===== src/rtl/pssc_pkg.sv =====
// ----------------------------------------------------------------------------
// pssc_pkg
// Shared types, defaults and the edge selection table for the plane slice
// segment crossings block.
// ----------------------------------------------------------------------------
`default_nettype none

package pssc_pkg;

    localparam int SEGMENT_DEPTH_DEF = 64;
    localparam int COORD_WIDTH_DEF   = 32;

    typedef enum logic [3:0] {
        S_IDLE,
        S_E1,
        S_E1W,
        S_E2,
        S_E2W,
        S_RD,
        S_DIFF,
        S_MUL,
        S_DEN,
        S_CMP,
        S_DIV,
        S_PUSH,
        S_STORE,
        S_FLUSH
    } t_state;

    typedef struct packed {
        logic       new_mesh;
        logic [2:0] below;
    } t_tri_ctl;

    typedef struct packed {
        logic [1:0] n0;
        logic [1:0] p0;
        logic [1:0] n1;
        logic [1:0] p1;
    } t_edges;

    // (below vertex, other vertex) of both crossed edges per below mask
    function automatic t_edges edge_sel(input logic [2:0] below);
        t_edges e;
        case (below)
            3'd1:    e = '{2'd0, 2'd1, 2'd0, 2'd2};
            3'd2:    e = '{2'd1, 2'd0, 2'd1, 2'd2};
            3'd3:    e = '{2'd0, 2'd2, 2'd1, 2'd2};
            3'd4:    e = '{2'd2, 2'd0, 2'd2, 2'd1};
            3'd5:    e = '{2'd0, 2'd1, 2'd2, 2'd1};
            3'd6:    e = '{2'd1, 2'd0, 2'd2, 2'd0};
            default: e = '{2'd0, 2'd0, 2'd0, 2'd0};
        endcase
        return e;
    endfunction

endpackage

`default_nettype wire


===== src/rtl/pssc_front.sv =====
// ----------------------------------------------------------------------------
// pssc_front
// Holds the plane height, takes triangles, works out vertex heights above the
// plane and the below mask, and queues them for the back end.
// ----------------------------------------------------------------------------
`default_nettype none

module pssc_front import pssc_pkg::*; #(
    parameter int CW = COORD_WIDTH_DEF
) (
    input  wire logic                  i_clk,
    input  wire logic                  i_rst_n,
    input  wire logic                  push,
    output      logic                  full,
    input  wire logic                  i_new_mesh,
    input  wire logic [2:0][CW-1:0]    i_x,
    input  wire logic [2:0][CW-1:0]    i_y,
    input  wire logic [2:0][CW-1:0]    i_z,
    input  wire logic                  i_cfg_we,
    input  wire logic [CW-1:0]         i_cfg_wdata,
    output      logic                  o_valid,
    input  wire logic                  i_ready,
    output      t_tri_ctl              o_ctl,
    output      logic [2:0][CW-1:0]    o_x,
    output      logic [2:0][CW-1:0]    o_y,
    output      logic [2:0][CW:0]      o_dz
);

    localparam int QD = 2;

    logic [CW-1:0]         r_plane_height;
    logic [2:0][CW:0]      c_dz;
    t_tri_ctl              c_ctl;
    t_tri_ctl              r_q_ctl [QD];
    logic [2:0][CW-1:0]    r_q_x   [QD];
    logic [2:0][CW-1:0]    r_q_y   [QD];
    logic [2:0][CW:0]      r_q_dz  [QD];
    logic                  r_wp, r_rp;
    logic [1:0]            r_cnt;
    logic                  w_push, w_pop;

    always_comb begin
        for (int i = 0; i < 3; i++) begin
            c_dz[i] = {i_z[i][CW-1], i_z[i]} - {r_plane_height[CW-1], r_plane_height};
            c_ctl.below[i] = c_dz[i][CW];
        end
        c_ctl.new_mesh = i_new_mesh;
    end

    assign full    = (r_cnt == 2'(QD));
    assign o_valid = (r_cnt != '0);
    assign w_push  = push && !full;
    assign w_pop   = o_valid && i_ready;

    always_ff @(posedge i_clk) begin
        if (!i_rst_n) begin
            r_plane_height <= '0;
            r_wp           <= 1'b0;
            r_rp           <= 1'b0;
            r_cnt          <= '0;
        end else begin
            if (i_cfg_we) begin
                r_plane_height <= i_cfg_wdata;
            end
            if (w_push) begin
                r_wp <= !r_wp;
            end
            if (w_pop) begin
                r_rp <= !r_rp;
            end
            r_cnt <= r_cnt + 2'(w_push) - 2'(w_pop);
        end
    end

    always_ff @(posedge i_clk) begin
        if (w_push) begin
            r_q_ctl[r_wp] <= c_ctl;
            r_q_x[r_wp]   <= i_x;
            r_q_y[r_wp]   <= i_y;
            r_q_dz[r_wp]  <= c_dz;
        end
    end

    assign o_ctl = r_q_ctl[r_rp];
    assign o_x   = r_q_x[r_rp];
    assign o_y   = r_q_y[r_rp];
    assign o_dz  = r_q_dz[r_rp];

endmodule

`default_nettype wire


===== config.mk =====
export PLATFORM = sky130hd
export DESIGN_NAME = pssc_front
export DESIGN_NICKNAME = d
export VERILOG_FILES = /design/src/rtl/pssc_pkg.sv /design/src/rtl/pssc_front.sv
export SDC_FILE = /design/constraint.sdc
export NUM_CORES = 1
export LEC_CHECK = 0
export BUFFER_PORTS_ARGS = -buffer_cell sky130_fd_sc_hd__buf_2
export CORE_MARGIN = 4
export CORE_UTILIZATION = 26
export CTS_BUF_LIST = sky130_fd_sc_hd__clkbuf_4
export DETAILED_ROUTE_END_ITERATION = 10
export PLACE_DENSITY = 0.43
export SYNTH_ARGS = -nofsm -noshare
export SYNTH_HDL_FRONTEND = slang
export SYNTH_SLANG_ARGS = --single-unit

===== constraint.sdc =====
create_clock -name i_clk -period 31.9 [get_ports i_clk]
set_input_delay 3.19 -clock i_clk [delete_from_list [all_inputs] [get_ports i_clk]]
set_output_delay 3.19 -clock i_clk [all_outputs]
set_load 0.01 [all_outputs]

==> results.toml, run 1 <==
[setup_path]
worstRegToRegCells = 6
rrSetupSlack_ps = 27860
r2r-start = "r_cnt[0]"
timing.rr.end = "r_q_x[0][6]"
cp.arrival_ps = 4020
endpoint_kind = "output pin"
path_class = "reg -> out"
cp_max_fo = 67
start_kind = "register"
required_ps = 28710

[timing]
fin_tns_setup_ps = 0
fmax_ghz = 0.1387
worst_pin_slew_ps = 1124
relSlewSlack_pct = 25.09
post-route-min-period_ps = 7212
hold_viol_final = 0
rsz0062_at_grt = "false"
slew_viol_final = 0
finClkSkew_ps = 103.8
min_period_over_period_pct = 22.61
finalSetupViolCount = 0

[die]
dieArea_sq_mm = 0.1122
fp.dieW_microns = 335.0
placementRows = 119
ios = 623
initial_core_util_pct = 26.29
coreArea_sq_mm = 0.1057
die_y_microns = 335.0

[placement]
place_area_sq_mm = 0.03252
hpwl_microns = 62580
gp_congestion = 0.9361
portBuffers = 622

[global_routing]
antenna_found_initial = 27
gr-total-overflow = 0
grt_pass1_wl_microns = 121300
grt_max_degree = 139
first_global_vias = 19500
track_usage_pct = 14.55

[final_layout]
mostFrequentLayoutCell = "buf_2"
layout-drive-gt1-share_pct = 45.56
final_area_sq_mm = 0.03481
layout_common_cells = "buf_2 (622), edfxtp_1 (584), mux2_2 (292)"
fin_nets = 3012
synthToLayoutAreaGrowth_pct = 25.24

[route]
first_iter_violations = 957
wl_per_cell_microns = 20.53
via_per_inst = 4.521
ant_nets = 0
routed_wl_microns = 84600
first_pass_iters = 5
dr_total_vias = 18630
drc_errors = 0

[logic_synthesis]
syn_area_per_cell_sq_um = 15.14
synth.area.mux_share_pct = 13.05
synth_area_sq_mm = 0.02779
syn_inst = 1836
synth_fa_ha_area_share_pct = 4.628
synth_seq_cells = 621
seq_area_frac_synth_pct = 65.76
synth_top_family_by_area = "multiplexers"
yosys.cell_types.count = 74
synth_compound_area_share_pct = 7.185
yosysWarnings = 0
synth_edf_count = 584
syn_nets = 2263
yosys.area_share.simple_pct = 4.902
synthFlopType = "edfxtp_1"
async_reset_ff_share_pct = 0
synthXorXnorAreaFrac_pct = 2.647

[cts]
insertion_delay_ps = 1070
cts_buffer_depth = 3
cts_root_buf = "clkbuf_4"
cts_resized = 0
h-tree-depth = 4
path_clk_slew_ps = 60
tritoncts.num_buffers = 175
cts_sinks = 621
cts_setup_buffers = 0
tritoncts = "built"
hold_buffers = 0

[power_and_ir_drop]
pwr_density_cell_mw_per_mm2 = 70.49
p_leak_nw = 13.35
peakVddDrop_v = 0.00003614

[hold_path]
holdPathStages = 2
hold_path_class = "reg -> reg"
min_to = "r_plane_height[31]"
worstHoldStart = "r_plane_height[31]"

[status]
status = "finished clean"

[run]
cap_violations = 0
state kept, by name, indices dropped and copies added (netlist names), named ones only:
register and flops:
r_q_y 192, r_q_x 192, r_wp 1, r_q_ctl 8, r_q_dz 192, r_plane_height 32, r_cnt 2, r_rp 1
cell type report:
class / count / area [sq um]
Fill cell: 10680 / 70910
Sequential cell: 621 / 18280
Multi-Input combinational cell: 1084 / 9022
Timing Repair Buffer: 635 / 3223
Clock buffer: 257 / 1929
Tap cell: 1391 / 1740
Clock inverter: 48 / 316.6
Inverter: 68 / 255.2
Antenna cell: 16 / 40.04
power by group:
part           leakage, nW  switching, mW  internal (mW)
registers             5.76         0.0267           1.03
clock network         1.33          0.342          0.387
logic                 6.26          0.393          0.277
cell usage after synthesis (all sizes together), types with 5 or more instances:
cell	instances	area, sq um
a21o	41	307.8
clkbuf	53	198.9
a211oi	9	67.56
inv	68	255.2
a2111oi	5	62.56
dfxtp	37	740.7
buf	10	52.54
ha	98	1226
xnor2	53	464.2
o21ai	47	235.2
mux2i	34	340.3
o31ai	6	58.81
nor2	71	274.0
nor2b	46	287.8
xor2	31	271.5
nand3	19	95.09
nor3	16	80.08
a31oi	15	100.1
nand2b	9	56.30
and3	12	75.07
a21oi	95	479.2
mux2	292	3288
o21bai	12	93.84
nand2	74	277.8
nand4	8	50.05
o211ai	5	42.54
edfxtp	584	17540
and2	7	43.79
o21a	13	97.59
a31o	5	43.79
metrics by stage:
stage	power (mW)	hold WS (ps)	cells	utilization, %	setup WS (ps)
3_5_place_dp	1.757	505.8	3799	30.76	24890
4_1_cts	2.511	520.4	4104	32.89	24340
2_1_floorplan	1.510	482.6	1836	-	15500
5_1_grt	2.609	536.8	4111	32.91	24280
3_3_place_gp	1.751	500.7	3799	30.76	24950
6_report	2.454	516.5	4120	32.93	24690
logic make-up after synthesis:
family,after synthesis
compound gates,295
xor+xnor,84
fa+ha+maj,101
buf+inv,131
flops,621
mux,326
simple gates,278
layer usage:
metal	track usage [%]	part of all wire, %
met5	0	0.16
met4	5.095	2.8
met3	6.709	10
met2	24.14	47
met1	16.54	40
critical path, cell delays in order, from the launching register on:
cell and delay [ps]:
dfxtp_4 690, buf_4 710, buf_4 830, mux2_2 460
buf_2 150
how the worst max path moves through the flow:
stage | end | slack, ps | depth (start not counted) | start
final | o_x[45] | 24690 | 4 | register
after floorplan | r_wp | 15500 | 3 | push
after global placement | r_q_x[0][4] | 24950 | 6 | push
after global routing | o_x[45] | 24280 | 4 | register
after detailed placement | r_q_x[0][4] | 24890 | 6 | push
after CTS | o_x[45] | 24340 | 4 | register
No activity file was read; power rests on OpenSTA's default activity.
==> run 2, diff against run 1 <==
--- a/config.mk
+++ b/config.mk
@@ -10,7 +10,7 @@
 export CORE_UTILIZATION = 26
 export CTS_BUF_LIST = sky130_fd_sc_hd__clkbuf_4
 export DETAILED_ROUTE_END_ITERATION = 10
-export PLACE_DENSITY = 0.43
+export PLACE_DENSITY = 0.45
 export SYNTH_ARGS = -nofsm -noshare
 export SYNTH_HDL_FRONTEND = slang
 export SYNTH_SLANG_ARGS = --single-unit
==> constraint.sdc (replaced) <==
create_clock -name i_clk -period 5.95 [get_ports i_clk]
set_input_delay 0.595 -clock i_clk [delete_from_list [all_inputs] [get_ports i_clk]]
set_output_delay 0.595 -clock i_clk [all_outputs]
set_load 0.01 [all_outputs]
==> results.toml, run 2 (synthesis results as in run 1) <==
[placement]
hpwl_microns = 63260
portBuffers = 622
gp_congestion = 0.9133

[route]
ant_nets = 0
first_pass_iters = 7
drc_errors = 0
first_iter_violations = 932
via_per_inst = 4.464
routed_wl_microns = 86880
dr_total_vias = 19550
wl_per_cell_microns = 19.83

[setup_path]
timing.rr.end = "r_q_dz[1][58]"
cp_max_fo = 123
setup.worst_path.end = "o_y[58]"
endpoint_kind = "output pin"
cp.arrival_ps = 3140
rrSetupSlack_ps = 2480
r2r-start = "r_plane_height[1]"
path_class = "reg -> out"
required_ps = 5360
start_kind = "register"
worstRegToRegCells = 10

[timing]
rsz0062_at_grt = "false"
fmax_ghz = 0.2678
fin_tns_setup_ps = 0
post-route-min-period_ps = 3734
relSlewSlack_pct = 24.02
worst_pin_slew_ps = 1140
hold_viol_final = 0
min_period_over_period_pct = 62.75
slew_viol_final = 0
whs_ps = 203.7
finClkSkew_ps = 76.03
finalSetupViolCount = 0

[cts]
cts_sinks = 621
cts_root_buf = "clkbuf_4"
h-tree-depth = 4
cts_buffer_depth = 3
tritoncts = "built"
tritoncts.num_buffers = 171
insertion_delay_ps = 1040
hold_buffers = 264
cts_setup_buffers = 0
cts_resized = 0
path_clk_slew_ps = 60

[global_routing]
track_usage_pct = 15.02
met2_usage_pct = 25.17
grt_max_degree = 142
first_global_vias = 20810
busiest_layer = "met2"
grt_pass1_wl_microns = 127100
use_met3_pct = 6.692
gr-total-overflow = 0
grtUsageMet1_pct = 16.92
antenna_found_initial = 29

[final_layout]
postLayoutCoreUtil_pct = 35.43
reg_top3 = "r_q_dz (192), r_q_x (192), r_q_y (192)"
layout-drive-gt1-share_pct = 41.20
mostFrequentLayoutCell = "buf_2"
fin_nets = 3269
synthToLayoutAreaGrowth_pct = 34.76
layout_common_cells = "buf_2 (622), edfxtp_1 (584), mux2_2 (292)"

[power_and_ir_drop]
power_frac_clock_pct = 28.9
intPower_mw = 9.139
p_leak_nw = 14.44
comb_power_share_pct = 28.5
pwr_density_cell_mw_per_mm2 = 354.7
p_total_mw = 13.29
sequentialPowerShare_pct = 42.6
peakVddDrop_v = 0.0002530
power_switching_share_pct = 31.21
power.switching_mw = 4.147

[status]
status = "finished clean"

[die]
fp.dieW_microns = 335.0
ios = 623
dieArea_sq_mm = 0.1122
initial_core_util_pct = 26.29
coreArea_sq_mm = 0.1057
die_y_microns = 335.0
placementRows = 119

[hold_path]
hold_path_class = "in -> reg"

[run]
cap_violations = 0
[run 2: power by group through the flow]
| stage | registers (mW) | logic [mW] | clock network (mW) |
|---|---|---|---|
| 2_1_floorplan | 5.75 | 2.18 | 0 |
| 3_3_place_gp | 5.73 | 3.69 | 0 |
| 3_5_place_dp | 5.75 | 3.71 | 0 |
| 4_1_cts | 5.66 | 3.89 | 4.04 |
| 5_1_grt | 5.70 | 4.12 | 4.29 |
| 6_report | 5.65 | 3.79 | 3.84 |
[run 2: how the worst min path moves through the flow]
stage                        from                 end  depth (start not counted)
2_1_floorplan  r_plane_height[10]  r_plane_height[10]                          2
3_3_place_gp   r_plane_height[25]  r_plane_height[25]                          2
3_5_place_dp    r_plane_height[5]   r_plane_height[5]                          2
4_1_cts                   i_z[41]       r_q_dz[1][42]                          3
5_1_grt                   i_z[41]       r_q_dz[0][42]                          3
6_report                  i_z[41]       r_q_dz[1][42]                          3
[run 2: area by class of cell]
type / instances / area (sq um)
diodes: 16 / 40.04
fillers: 10470 / 68260
clock buffers: 253 / 1899
repair buffers: 896 / 5918
well taps: 1391 / 1740
clock inverters: 51 / 299.0
inverters: 68 / 255.2
multi-input cells: 1084 / 9022
flip-flops and latches: 621 / 18280
[run 2: worst max-delay path, cell delays in order (launching register included)]
cell	delay, ps
dfxtp_4	670
buf_12	390
mux2_2	450
buf_2	160
[run 2: through the flow]
step	instance area, sq um	cells	setup WS (ps)
2_1_floorplan	27800	1836	489.8
6_report	37460	4380	2216
3_3_place_gp	32580	3796	2333
4_1_cts	37420	4364	2054
3_5_place_dp	32580	3796	2285
5_1_grt	37430	4369	2021
[run 2: routing by layer]
layer	share of wire, %	up-vias
met5	0.20	-
met4	2.6	24
met3	10	180
met2	48	709
met1	39	9465
li1	-	9176
==> run 3, diff against run 2 <==
--- a/config.mk
+++ b/config.mk
@@ -10,7 +10,7 @@
 export CORE_UTILIZATION = 26
 export CTS_BUF_LIST = sky130_fd_sc_hd__clkbuf_4
 export DETAILED_ROUTE_END_ITERATION = 10
-export PLACE_DENSITY = 0.45
+export PLACE_DENSITY = 0.43
 export SYNTH_ARGS = -nofsm -noshare
 export SYNTH_HDL_FRONTEND = slang
 export SYNTH_SLANG_ARGS = --single-unit
==> constraint.sdc (replaced) <==
create_clock -name i_clk -period 3.7 [get_ports i_clk]
set_input_delay 0.37 -clock i_clk [delete_from_list [all_inputs] [get_ports i_clk]]
set_output_delay 0.37 -clock i_clk [all_outputs]
set_load 0.01 [all_outputs]
==> results.toml, run 3 (synthesis results as in run 1) <==
[status]
status = "finished clean"

[timing]
fin_tns_setup_ps = 0
relSlewSlack_pct = 23.94
fmax_ghz = 0.2764
worst_pin_slew_ps = 1141
post-route-min-period_ps = 3618
slew_viol_final = 0
finalSetupViolCount = 0
min_period_over_period_pct = 97.78
whs_ps = 202.9
rsz0062_at_grt = "false"
hold_viol_final = 0
finClkSkew_ps = 69.58
setup_ws_ps = 82.20

[cts]
h-tree-depth = 4
cts_sinks = 621
tritoncts.num_buffers = 175
path_clk_slew_ps = 70
cts_root_buf = "clkbuf_4"
insertion_delay_ps = 1030
tritoncts = "built"
cts_buffer_depth = 3

[setup_path]
path_class = "reg -> reg"
cp.arrival_ps = 4360
cp_max_fo = 6
endpoint_kind = "register"
worstRegToRegCells = 10
required_ps = 4440
start_kind = "register"

[global_routing]
gr-total-overflow = 0
first_global_vias = 22610
grt_pass1_wl_microns = 134100
antenna_found_initial = 18
track_usage_pct = 15.73
grt_max_degree = 95

[final_layout]
fill_cells = 10260
layout-drive-gt1-share_pct = 37.90
reg_top3 = "r_q_dz (192), r_q_x (192), r_q_y (192)"
instances_no_fill = 4741
fin_nets = 3621
postLayoutCoreUtil_pct = 38.79
mostFrequentLayoutCell = "buf_2"
final_area_sq_mm = 0.04101
synthToLayoutAreaGrowth_pct = 47.54
layout_common_cells = "buf_2 (622), dlygate4sd3_1 (588), edfxtp_1 (584)"

[die]
die_y_microns = 335.0
dieArea_sq_mm = 0.1122
ios = 623
coreArea_sq_mm = 0.1057
fp.dieW_microns = 335.0
initial_core_util_pct = 26.29
placementRows = 119

[placement]
portBuffers = 622
pre_cts_slack_ps = 304.8
gp_congestion = 0.8926
place_area_sq_mm = 0.03280
dp_cells = 3819
hpwl_microns = 65230

[power_and_ir_drop]
p_total_mw = 22.02
peakVddDrop_v = 0.0002482
pwr_density_cell_mw_per_mm2 = 537.0
p_leak_nw = 16.04

[route]
first_iter_violations = 870
via_per_inst = 4.423
wl_per_cell_microns = 19.30
first_pass_iters = 7
routed_wl_microns = 91490
ant_nets = 0
drc_errors = 0
dr_total_vias = 20970

[hold_path]
holdPathStages = 2
hold_path_class = "in -> reg"

[run]
cap_violations = 0
[run 3: cell count changes in the layout (fill, tap and decap cells not counted), moves of 2 or more]
| cell | before | now |
|---|---|---|
| clkinv_4 | 4 | 2 |
| inv_2 | 0 | 2 |
| o21ai_1 | 5 | 7 |
| buf_12 | 7 | 10 |
| dlygate4sd3_1 | 264 | 588 |
| o21ai_0 | 42 | 40 |
| clkbuf_4 | 253 | 262 |
| clkinv_2 | 5 | 7 |
| clkinv_1 | 32 | 34 |
| buf_4 | 3 | 24 |
[run 3: final cells by class]
cell class | count | area [sq um] | area share [%]
flip-flops and latches | 621 | 18280 | 44.58
repair buffers | 1244 | 9379 | 22.87
multi-input cells | 1084 | 9037 | 22.04
clock buffers | 262 | 1967 | 4.796
well taps | 1391 | 1740 | 4.244
clock inverters | 56 | 309.0 | 0.7536
inverters | 68 | 255.2 | 0.6224
diodes | 15 | 37.54 | 0.09153
[run 3: timing repair]
action	CTS	global route
setup buffers	0	1
hold buffers	588	0
gates resized for setup	0	2
hold endpoints to repair	669	0
endpoints found under the setup margin	0	5
[run 3: path summary, 6_finish.rpt]
| kind | from | to | slack, ps |
|---|---|---|---|
| worst min register to register | r_rp | r_rp | 550 |
| worst min-delay path | i_x[40] | r_q_x[1][40] | 200 |
| worst max-delay path | r_plane_height[12] | r_q_dz[0][50] | 80 |
| worst max register to register | r_plane_height[12] | r_q_dz[0][50] | 80 |
[run 3: layer usage]
metal,vias to the layer above,global-route usage (%),share of wire [%]
met1,10150,18.58,41
met3,183,5.242,8.2
met2,767,27.04,48
met4,10,5.086,2.5
li1,9864,-,-
met5,-,0,0.070
[run 3: power breakdown]
group | total (mW) | leakage, nW | internal, mW | switching, mW
clock network | 6.36 | 1.36 | 3.34 | 3.02
logic | 6.57 | 8.91 | 2.94 | 3.63
registers | 9.09 | 5.76 | 8.85 | 0.245
total | 22.0 | 16.0 | 15.1 | 6.89
[run 3: critical path, cell delays in order, from the launching register on]
cell,delay (ps)
dfxtp_1,310
inv_1,240
ha_1,380
a21oi_1,320
o21ai_0,190
or4_1,500
o22ai_1,400
nor3b_2,120
a21boi_0,240
xnor2_1,100
dlygate4sd3_1,560
